## src/hdl/linear_regression_gradient_descent_core_macros.svh

```systemverilog
// assertion macros for the gradient descent core
`ifndef LINEAR_REGRESSION_GRADIENT_DESCENT_CORE_MACROS_SVH
`define LINEAR_REGRESSION_GRADIENT_DESCENT_CORE_MACROS_SVH

// same-cycle implication, checked out of reset
`define LRGD_ASSERT_NOW(lbl, ante, cons, msg) \
    lbl: assert property (@(posedge aclk) disable iff (!aresetn) (ante) |-> (cons)) \
        else $error(msg);

// next-cycle implication, checked out of reset
`define LRGD_ASSERT_NEXT(lbl, ante, cons, msg) \
    lbl: assert property (@(posedge aclk) disable iff (!aresetn) (ante) |=> (cons)) \
        else $error(msg);

`endif

```

## src/hdl/lrgd_pkg.sv

```systemverilog
// shared types, constants and saturation helpers for the gradient descent core
package lrgd_pkg;

    localparam int MAX_ROWS_DEF     = 1024;
    localparam int NUM_FEATURES_DEF = 3;
    localparam int LR_W             = 17;
    localparam int EPOCH_W          = 13;
    localparam int DIV_STEPS        = 64;
    localparam logic [LR_W-1:0]    LR_RESET    = LR_W'(655);
    localparam logic [EPOCH_W-1:0] EPOCH_RESET = EPOCH_W'(100);

    // update slot: three weights, bias, then mse
    localparam logic [2:0] K_BIAS = 3'd3;
    localparam logic [2:0] K_MSE  = 3'd4;

    typedef struct packed {
        logic signed [31:0] feature_a;
        logic signed [31:0] feature_b;
        logic signed [31:0] feature_c;
        logic signed [31:0] target;
        logic               last_row;
    } row_word_t;

    typedef struct packed {
        logic signed [31:0] weight_a;
        logic signed [31:0] weight_b;
        logic signed [31:0] weight_c;
        logic signed [31:0] bias;
        logic        [31:0] mean_sq_error;
    } result_word_t;

    typedef enum logic [2:0] {
        MUL_XA_WA, MUL_XB_WB, MUL_XC_WC, MUL_XA_E, MUL_XB_E, MUL_XC_E, MUL_E_E, MUL_G_LR
    } mul_sel_t;

    typedef enum logic [2:0] {
        ACC_NONE, ACC_A, ACC_B, ACC_C, ACC_SQ
    } acc_sel_t;

    typedef struct packed {
        logic       row_wr;
        logic       row_clr;
        logic       train_clr;
        logic       mem_rd;
        logic       idx_clr;
        logic       idx_inc;
        logic       mul_en;
        mul_sel_t   mul_sel;
        logic       pred_init;
        logic       pred_add;
        logic       err_en;
        acc_sel_t   acc_sel;
        logic       bias_acc;
        logic       acc_clr;
        logic       div_start;
        logic       grad_en;
        logic       upd_en;
        logic [2:0] k;
        logic       out_load;
    } dp_cmd_t;

    typedef struct packed {
        logic idx_last;
        logic div_busy;
        logic div_done;
    } dp_stat_t;

    function automatic logic signed [31:0] sat32(input logic signed [64:0] v);
        logic signed [31:0] r;
        if (v > 65'sd2147483647) begin
            r = 32'sh7fffffff;
        end else if (v < -65'sd2147483648) begin
            r = 32'sh80000000;
        end else begin
            r = v[31:0];
        end
        return r;
    endfunction

    function automatic logic signed [63:0] sadd64(input logic signed [63:0] a,
                                                  input logic signed [63:0] b);
        logic signed [64:0] s;
        logic signed [63:0] r;
        s = 65'(a) + 65'(b);
        if (s[64] != s[63]) begin
            r = s[64] ? {1'b1, 63'd0} : {1'b0, {63{1'b1}}};
        end else begin
            r = s[63:0];
        end
        return r;
    endfunction

endpackage

```

## src/hdl/lrgd_ctrl.sv

```systemverilog
// sequencer for row loading, epochs, per-row steps and parameter updates
module lrgd_ctrl (
    input  logic                         aclk,
    input  logic                         aresetn,
    input  logic                         s_valid,
    input  logic                         s_last,
    input  logic                         m_ready,
    input  logic [lrgd_pkg::EPOCH_W-1:0] epoch_count,
    input  lrgd_pkg::dp_stat_t           stat,
    output logic                         s_ready,
    output logic                         m_valid,
    output lrgd_pkg::dp_cmd_t            cmd
);
    typedef enum logic [4:0] {
        ST_IDLE, ST_EP, ST_RD, ST_M0, ST_M1, ST_M2, ST_M3, ST_ER,
        ST_G0, ST_G1, ST_G2, ST_G3, ST_G4, ST_DS, ST_DW, ST_UM, ST_UP, ST_FIN
    } state_t;

    state_t                       state_reg;
    logic [lrgd_pkg::EPOCH_W-1:0] epoch_reg;
    logic [2:0]                   k_reg;
    logic                         m_valid_reg;

    assign s_ready = (state_reg == ST_IDLE);
    assign m_valid = m_valid_reg;

    always_comb begin
        cmd         = '0;
        cmd.mul_sel = lrgd_pkg::MUL_XA_WA;
        cmd.acc_sel = lrgd_pkg::ACC_NONE;
        cmd.k       = k_reg;
        case (state_reg)
            ST_IDLE: begin
                cmd.row_wr    = s_valid;
                cmd.train_clr = s_valid && s_last;
            end
            ST_EP: begin
                cmd.acc_clr = 1'b1;
                cmd.idx_clr = 1'b1;
            end
            ST_RD: begin
                cmd.mem_rd    = 1'b1;
                cmd.pred_init = 1'b1;
            end
            ST_M0: begin
                cmd.mul_en = 1'b1; cmd.mul_sel = lrgd_pkg::MUL_XA_WA;
            end
            ST_M1: begin
                cmd.mul_en = 1'b1; cmd.mul_sel = lrgd_pkg::MUL_XB_WB; cmd.pred_add = 1'b1;
            end
            ST_M2: begin
                cmd.mul_en = 1'b1; cmd.mul_sel = lrgd_pkg::MUL_XC_WC; cmd.pred_add = 1'b1;
            end
            ST_M3: cmd.pred_add = 1'b1;
            ST_ER: cmd.err_en = 1'b1;
            ST_G0: begin
                cmd.mul_en = 1'b1; cmd.mul_sel = lrgd_pkg::MUL_XA_E;
            end
            ST_G1: begin
                cmd.mul_en = 1'b1; cmd.mul_sel = lrgd_pkg::MUL_XB_E; cmd.acc_sel = lrgd_pkg::ACC_A;
            end
            ST_G2: begin
                cmd.mul_en = 1'b1; cmd.mul_sel = lrgd_pkg::MUL_XC_E; cmd.acc_sel = lrgd_pkg::ACC_B;
            end
            ST_G3: begin
                cmd.mul_en   = 1'b1;
                cmd.mul_sel  = lrgd_pkg::MUL_E_E;
                cmd.acc_sel  = lrgd_pkg::ACC_C;
                cmd.bias_acc = 1'b1;
            end
            ST_G4: begin
                cmd.acc_sel = lrgd_pkg::ACC_SQ;
                cmd.idx_inc = !stat.idx_last;
            end
            ST_DS: cmd.div_start = 1'b1;
            ST_DW: cmd.grad_en = stat.div_done;
            ST_UM: begin
                cmd.mul_en = 1'b1; cmd.mul_sel = lrgd_pkg::MUL_G_LR;
            end
            ST_UP: cmd.upd_en = 1'b1;
            ST_FIN: begin
                cmd.out_load = !m_valid_reg;
                cmd.row_clr  = !m_valid_reg;
            end
            default: ;
        endcase
    end

    always_ff @(posedge aclk) begin
        if (!aresetn) begin
            state_reg   <= ST_IDLE;
            epoch_reg   <= '0;
            k_reg       <= '0;
            m_valid_reg <= 1'b0;
        end else begin
            if (m_valid_reg && m_ready) begin
                m_valid_reg <= 1'b0;
            end
            case (state_reg)
                ST_IDLE: begin
                    if (s_valid && s_last) begin
                        epoch_reg <= '0;
                        state_reg <= ST_EP;
                    end
                end
                ST_EP:   state_reg <= (epoch_reg == epoch_count) ? ST_FIN : ST_RD;
                ST_RD:   state_reg <= ST_M0;
                ST_M0:   state_reg <= ST_M1;
                ST_M1:   state_reg <= ST_M2;
                ST_M2:   state_reg <= ST_M3;
                ST_M3:   state_reg <= ST_ER;
                ST_ER:   state_reg <= ST_G0;
                ST_G0:   state_reg <= ST_G1;
                ST_G1:   state_reg <= ST_G2;
                ST_G2:   state_reg <= ST_G3;
                ST_G3:   state_reg <= ST_G4;
                ST_G4: begin
                    if (stat.idx_last) begin
                        k_reg     <= '0;
                        state_reg <= ST_DS;
                    end else begin
                        state_reg <= ST_RD;
                    end
                end
                ST_DS:   state_reg <= ST_DW;
                ST_DW: begin
                    if (stat.div_done) begin
                        if (k_reg == lrgd_pkg::K_MSE) begin
                            epoch_reg <= epoch_reg + lrgd_pkg::EPOCH_W'(1);
                            state_reg <= ST_EP;
                        end else begin
                            state_reg <= ST_UM;
                        end
                    end
                end
                ST_UM:   state_reg <= ST_UP;
                ST_UP: begin
                    k_reg     <= k_reg + 3'd1;
                    state_reg <= ST_DS;
                end
                ST_FIN: begin
                    if (!m_valid_reg) begin
                        m_valid_reg <= 1'b1;
                        state_reg   <= ST_IDLE;
                    end
                end
                default: state_reg <= ST_IDLE;
            endcase
        end
    end

endmodule

```

## config.mk

```make
export PLATFORM = sky130hd
export DESIGN_NAME = lrgd_ctrl
export DESIGN_NICKNAME = d
export VERILOG_FILES = /design/src/hdl/linear_regression_gradient_descent_core_macros.svh /design/src/hdl/lrgd_pkg.sv /design/src/hdl/lrgd_ctrl.sv
export SDC_FILE = /design/constraint.sdc
export NUM_CORES = 1
export LEC_CHECK = 0
export ABC_AREA = 1
export BUFFER_PORTS_ARGS = -buffer_cell sky130_fd_sc_hd__buf_2
export CAP_MARGIN = 20
export CORE_MARGIN = 10
export CORE_UTILIZATION = 48
export CTS_CLUSTER_DIAMETER = 40
export DETAILED_ROUTE_END_ITERATION = 8
export GPL_ROUTABILITY_DRIVEN = 0
export GPL_TIMING_DRIVEN = 0
export PLACE_DENSITY_LB_ADDON = 0.2
export SKIP_LAST_GASP = 1
export SLEW_MARGIN = 20
export SYNTH_ARGS = -nofsm -noshare
export SYNTH_HDL_FRONTEND = slang
export SYNTH_SLANG_ARGS = --single-unit
```

## constraint.sdc

```tcl
create_clock -name aclk -period 1.6 [get_ports aclk]
set_clock_uncertainty 0.2 [all_clocks]
set_input_delay 0.24 -clock aclk [delete_from_list [all_inputs] [get_ports aclk]]
set_output_delay 0.24 -clock aclk [all_outputs]
set_load 0.02 [all_outputs]
```

==> out/results.ini, run 1 <==
[run_status]
status = complete, but fails checks
violations = DRC, setup timing

[placed_design]
dpl_worst_slack_ns = -0.242
io_buffers = 46
placedCellCount = 409
hpwl_mm = 4.01

[die]
die_y_um = 80.9
die_x_um = 80.9
initial_utilization_pct = 48.9
dieArea_mm2 = 0.00654
core_mm2 = 0.00363
rows = 22
io_pins = 48

[layout]
final_cell_mix = nand2_1, buf_6, inv_1
layout_commonest_cell = nand2_1
n_fill_cell = 120
largest_reg_flops = 13
final_cells = 466
drive_above_1_share_pct = 54.8
n_antenna_cell = 0
fin_nets = 443
seqCellArea_um2 = 483
multiInputGateArea_mm2 = 0.00156
area_growth_pct = 88.4

[clocking]
numCtsBuffers = 3
insertion_delay_ns = 0.30
post_cts_hold_buffer_count = 0
clock_sink_count = 22
htree_levels = 1
cts_tree = yes
clk_pin_slew_ns = 0.11
cts_root_buffer = clkbuf_8
clock_path_buffers = 2

[sta]
slew_headroom_pct = 56.0
drv_slew = 0
hold_viol = 0
period_needed_ns = 2.10
rsz0062_at_grt = yes
period_share_pct = 131
worst_slack_ns = -0.495
worst_slew_pin_slew_ns = 0.660
fmax_mhz = 477
setup_viol_count_final = 44

[yosys]
syn_area_mm2 = 0.00178
synth_seq_cells = 22
netlist_instances = 315
syn_area_per_cell_um2 = 5.64
synth_nets = 339
synth_cell_types = 27
ys_seq_area_share_pct = 24.8
yosysWarningCount = 0

[worst_setup_path]
cpMostUsedCell = buf_4
critPathLaunchType = flop
worstPathMaxFanout = 6
end_kind = flop
path_cells = inv_8 -> nand3_4 -> nor2_8 -> buf_4 -> buf_6 -> inv_4 -> buf_4 -> nor3_1 -> nand2_2 -> a21oi_1
arrival_ns = 2.10
critical-path-slowest-cell = dfxtp_4
cp.required_ns = 1.61
worstSetupPathType = flop to flop
max_stage_delay_ns = 0.37

[flow_run]
cap_violations = 0

[drt]
ant_nets = 0
dr_total_vias = 3085
wl_per_cell_um = 25.5
viasPerCell = 6.62
wirelength_mm = 11.9
first_pass_iters = 9
drtIter0Drc = 519
drcViolationCount = 1

[power]
total_power_mw = 1.63
power.density_mw_per_mm2 = 487
p_leak_nw = 1.66
ir_worst_vdd_mv = 0.413

[worst_hold_path]
hp-class = input pin to flop

[global_routing]
grt_pass1_vias = 2343
grt-ovfl-total = 0
grt_antenna_before_repair = 0
grt_usage_pct = 20.8
grt_pass1_wl_mm = 11.1
grt_max_degree = 13

==> logic make-up (layout without fill, tap and decap cells) <==
family	count (synthesis)	after routing	share of synthesized area [%]
AO/OA/AOI/OAI	28	28	8.37
XOR/XNOR	4	4	1.97
adder cells (fa/ha/maj)	3	3	2.11
buffers and inverters	65	167	14.9
flip-flops	22	22	24.8
AND/OR/NAND/NOR	193	194	47.9
==> worst max-delay path: cells and delay by family, from the launching register on <==
kind	cells	cell delay (ns)
compound gates	1	0.23
buf+inv	5	0.49
flops	1	0.37
simple gates	4	0.72
==> timing repair <==
action | CTS | global route
gates cloned | 3 | 0
endpoints found under the setup margin | 38 | 44
pin swaps | 19 | 34
setup buffers | 29 | 24
resized for setup | 121 | 99
==> final timing paths <==
path / from / end / slack, ns / depth (start not counted)
worst max register to register: state_reg[4]$_SDFFE_PN0P_ / epoch_reg[5]$_SDFFE_PN0P_ / -0.50 / 10
worst min register to register: epoch_reg[7]$_SDFFE_PN0P_ / epoch_reg[7]$_SDFFE_PN0P_ / 0.33 / 2
worst min-delay path: aresetn / epoch_reg[0]$_SDFFE_PN0P_ / 0.05 / 3
worst max-delay path: state_reg[4]$_SDFFE_PN0P_ / epoch_reg[5]$_SDFFE_PN0P_ / -0.50 / 10
==> power breakdown <==
part | total [mW] | switching (mW) | internal, mW | leakage (nW)
logic | 0.608 | 0.355 | 0.253 | 1.44
clock network | 0.463 | 0.242 | 0.222 | 0.0288
registers | 0.562 | 0.0189 | 0.543 | 0.187
total | 1.63 | 0.615 | 1.02 | 1.66
==> cells in the mapped netlist <==
cell	count	area, µm²
clkbuf_1	1	3.75
o21a_1	1	7.51
inv_4	1	6.26
dfxtp_1	22	440
nor2_4	1	11.3
nand2_1	94	353
nand4_1	8	50.1
inv_2	1	3.75
inv_1	58	218
o2111ai_1	1	8.76
o21ai_1	1	5.00
a21oi_1	17	85.1
nor2_1	47	176
nand2_4	1	11.3
or2_2	1	6.26
nor3_1	9	45.0
nor2_2	3	18.8
nand3_4	1	17.5
buf_6	1	11.3
buf_4	3	22.5
nand3_1	22	110
nand2_2	5	31.3
ha_1	3	37.5
xor2_1	4	35.0
o21ai_0	7	35.0
o211ai_1	1	7.51
nor2_8	1	20.0
==> through the flow <==
| step | hold slack, ns | util [%] | setup TNS, ns | cell area (µm²) |
|---|---|---|---|---|
| finish | 0.0513 | 92.2 | -13.81 | 3350 |
| global route | 0.0770 | 92.2 | -15.32 | 3350 |
| CTS | 0.0436 | 78.2 | -6.65 | 2840 |
| detailed placement | 0.288 | 59.4 | -3.03 | 2160 |
| global placement | 0.277 | 59.4 | -2.91 | 2160 |
| floorplan | 0.138 | - | -0.854 | 1870 |
==> per-layer routing <==
layer | routed length (µm) | vias up | GRT usage [%]
met5 | 0 | - | 0
met2 | 5280 | 404 | 35.9
met3 | 1710 | 127 | 3.64
met1 | 3910 | 1367 | 25.3
met4 | 991 | 0 | 7.44
li1 | - | 1187 | -
==> final cells by class <==
type	count	area share (%)
inverter	60	7.84
tap	48	1.79
sequential	22	14.4
clock buffer	4	1.64
buffer	5	1.46
multi-input combinational	229	46.5
timing repair inverter	1	0.336
timing repair buffer	97	26.0
Power figures use the tool's default switching activity.
==> run 2, diff against run 1 <==
--- a/config.mk
+++ b/config.mk
@@ -8,13 +8,13 @@
 export ABC_AREA = 1
 export BUFFER_PORTS_ARGS = -buffer_cell sky130_fd_sc_hd__buf_2
 export CAP_MARGIN = 20
-export CORE_MARGIN = 10
 export CORE_UTILIZATION = 48
 export CTS_CLUSTER_DIAMETER = 40
 export DETAILED_ROUTE_END_ITERATION = 8
 export GPL_ROUTABILITY_DRIVEN = 0
 export GPL_TIMING_DRIVEN = 0
 export PLACE_DENSITY_LB_ADDON = 0.2
+export REMOVE_ABC_BUFFERS = 1
 export SKIP_LAST_GASP = 1
 export SLEW_MARGIN = 20
 export SYNTH_ARGS = -nofsm -noshare
==> run 2 against run 1 <==
Compared with the run above: the flow finishes with violations (setup timing); combinational power decreased by 23%; hold slack better by 0.018 ns; sequential cell count stayed put; sequential power about the same; critical path depth unchanged; critical endpoint is now epoch_reg[10]$_SDFFE_PN0P_; maximum frequency increased by 6.0%; routed wire length decreased by 28%; non-clock buffer count is 19 lower; sequential share of layout area up 1.5 points; setup slack gained 0.12 ns; via count down 12%; count of clock-buffer cells in the layout did not move.
==> out/results.ini, run 2 (synthesis results as in run 1) <==
[worst_hold_path]
min_to = k_reg[2]$_SDFFE_PN0P_  ; was epoch_reg[0]$_SDFFE_PN0P_
worstHoldStart = stat[2]  ; was aresetn
hp-class = input pin to flop  ; unchanged
holdPathStages = 4  ; was 3

[worst_setup_path]
path_cells = inv_8 -> nand3_4 -> nor2_8 -> buf_12 -> nor2_4 -> nor2_4 -> buf_12 -> nand2_8 -> a21oi_2 -> nor2_1  ; was inv_8 -> nand3_4 -> nor2_8 -> buf_4 -> buf_6 -> inv_4 -> buf_4 -> nor3_1 -> nand2_2 -> a21oi_1
worstSetupPathType = flop to flop  ; unchanged
worstReg2RegStart = state_reg[4]$_SDFFE_PN0P_  ; unchanged
timing.rr.end = epoch_reg[10]$_SDFFE_PN0P_  ; was epoch_reg[5]$_SDFFE_PN0P_
max_stage_delay_ns = 0.38  ; was 0.37 ns
critical-path-slowest-cell = dfxtp_4  ; unchanged
cp.required_ns = 1.53  ; was 1.61 ns
r2r_slack_ns = -0.38  ; was -0.50 ns
arrival_ns = 1.91  ; was 2.10 ns
path_buf_inv = 3  ; was 5
worst-path-stages = 10  ; unchanged
worstPathMaxFanout = 8  ; was 6
r2r_cells = 10  ; unchanged
critPathLaunchType = flop  ; unchanged
path_delay_family = simple AND/OR/NAND/NOR gates  ; unchanged
end_kind = flop  ; unchanged

[layout]
finalInstanceArea_mm2 = 0.00303  ; was 0.00335 mm²
area_growth_pct = 70.7  ; was 88.4%
layout_commonest_cell = nand2_1  ; unchanged
fin_nets = 425  ; was 443
final_cell_mix = nand2_1, inv_1, buf_4  ; was nand2_1, buf_6, inv_1
largest_reg_flops = 13  ; unchanged
final_util_pct = 88.1  ; was 92.2%
n_antenna_cell = 0  ; unchanged
drive_above_1_share_pct = 50.5  ; was 54.8%

[drt]
wirelength_mm = 8.56  ; was 11.9 mm
wl_per_cell_um = 19.2  ; was 25.5 µm
first_pass_iters = 5  ; was 9
drcViolationCount = 0  ; was 1
drtIter0Drc = 292  ; was 519
viasPerCell = 6.10  ; was 6.62
dr_total_vias = 2720  ; was 3085
ant_nets = 0  ; unchanged

[placed_design]
hpwl_mm = 3.52  ; was 4.01 mm
postPlaceCellArea_mm2 = 0.00203  ; was 0.00216 mm²
io_buffers = 46  ; unchanged

[sta]
setup_viol_count_final = 44  ; unchanged
worst_slack_ns = -0.377  ; was -0.495 ns
rsz0062_at_grt = yes  ; unchanged
slew_headroom_pct = 57.5  ; was 56.0%
fmax_mhz = 506  ; was 477 MHz
worst_slew_pin_slew_ns = 0.636  ; was 0.660 ns
holdWs_ns = 0.0694  ; was 0.0513 ns
period_needed_ns = 1.98  ; was 2.10 ns
period_share_pct = 124  ; was 131%
drv_slew = 0  ; unchanged
finalSetupTns_ns = -10.87  ; was -13.81 ns
hold_viol = 0  ; unchanged

[power]
power.density_mw_per_mm2 = 486  ; was 487 mW/mm²
total_power_mw = 1.47  ; was 1.63 mW
ir_worst_vdd_mv = 0.429  ; was 0.413 mV
p_leak_nw = 1.54  ; was 1.66 nW

[global_routing]
grt_pass1_vias = 2221  ; was 2343
grt_max_degree = 15  ; was 13
grt_pass1_wl_mm = 9.96  ; was 11.1 mm
grt_usage_pct = 31.9  ; was 20.8%
grt-ovfl-total = 0  ; unchanged
grt_antenna_before_repair = 0  ; unchanged

[run_status]
violations = setup timing  ; was DRC, setup timing
status = complete, but fails checks  ; unchanged

[die]
dieArea_mm2 = 0.00395  ; was 0.00654 mm²
initial_utilization_pct = 51.7  ; was 48.9%
io_pins = 48  ; unchanged
die_y_um = 62.9  ; was 80.9 µm
die_x_um = 62.9  ; was 80.9 µm
rows = 21  ; was 22
core_mm2 = 0.00344  ; was 0.00363 mm²

[clocking]
numCtsBuffers = 3  ; unchanged
cts_root_buffer = clkbuf_8  ; unchanged
htree_levels = 1  ; unchanged
cts_tree = yes  ; unchanged
clock_sink_count = 22  ; unchanged
clock_path_buffers = 2  ; unchanged
insertion_delay_ns = 0.28  ; was 0.30 ns
clk_pin_slew_ns = 0.10  ; was 0.11 ns
post_cts_hold_buffer_count = 0  ; unchanged

[flow_run]
cap_violations = 0  ; unchanged

## run 2: cell count changes in the layout (fill, tap and decap cells not counted), sizes merged
cell	previous run	this run
clkinv	1	0
nand2	101	102
buf	101	83
clkbuf	5	4
clkinvlp	0	1
## run 2: final cells by class
| cell class | count | area [µm²] |
|---|---|---|
| Clock buffer | 4 | 55.1 |
| Fill cell | 168 | 408 |
| Inverter | 60 | 254 |
| Multi-Input combinational cell | 230 | 1510 |
| Sequential cell | 22 | 483 |
| Tap cell | 46 | 57.6 |
| Timing Repair Buffer | 83 | 673 |
| Timing Repair inverter | 1 | 6.26 |
## run 2: metrics by stage
step           std cells  setup slack [ns]
6_report             446            -0.377
5_1_grt              446            -0.406
4_1_cts              429            -0.237
3_5_place_dp         402            -0.374
3_3_place_gp         402            -0.349
2_1_floorplan        310            -0.373
## run 2: power by group
part / internal (mW) / switching, mW / total [mW]
logic: 0.178 / 0.290 / 0.468
clock network: 0.220 / 0.223 / 0.444
registers: 0.543 / 0.0194 / 0.562
total: 0.941 / 0.533 / 1.47
## run 2: worst max path at each step
stage / start / to / slack, ns
after detailed placement: epoch_reg[0]$_SDFFE_PN0P_ / epoch_reg[12]$_SDFFE_PN0P_ / -0.37
after floorplan: state_reg[0]$_SDFFE_PN0P_ / state_reg[0]$_SDFFE_PN0P_ / -0.37
final: state_reg[4]$_SDFFE_PN0P_ / epoch_reg[10]$_SDFFE_PN0P_ / -0.38
after CTS: state_reg[4]$_SDFFE_PN0P_ / cmd[18] / -0.24
after global routing: state_reg[4]$_SDFFE_PN0P_ / epoch_reg[10]$_SDFFE_PN0P_ / -0.41
after global placement: epoch_reg[0]$_SDFFE_PN0P_ / epoch_reg[12]$_SDFFE_PN0P_ / -0.35
## run 2: tightest hold or removal path, delay by kind of cell
| family | cells | cell delay [ns] |
|---|---|---|
| AND/OR/NAND/NOR | 3 | 0.16 |
| buffers and inverters | 1 | 0.11 |
## run 2: routing by layer
layer,up-vias,track usage (%),share of wire (%),wire length [µm]
li1,1150,-,-,-
met1,1230,40.7,35,3040
met2,252,52.3,46,3980
met3,88,2.74,11,906
met4,0,18.0,7.4,637
met5,-,0,0,0
## run 2: what timing repair did
action / CTS / global route
resized for setup: 111 / 86
setup endpoints to repair: 41 / 39
pin swaps: 16 / 30
gates cloned: 3 / 0
buffers inserted: 20 / 17
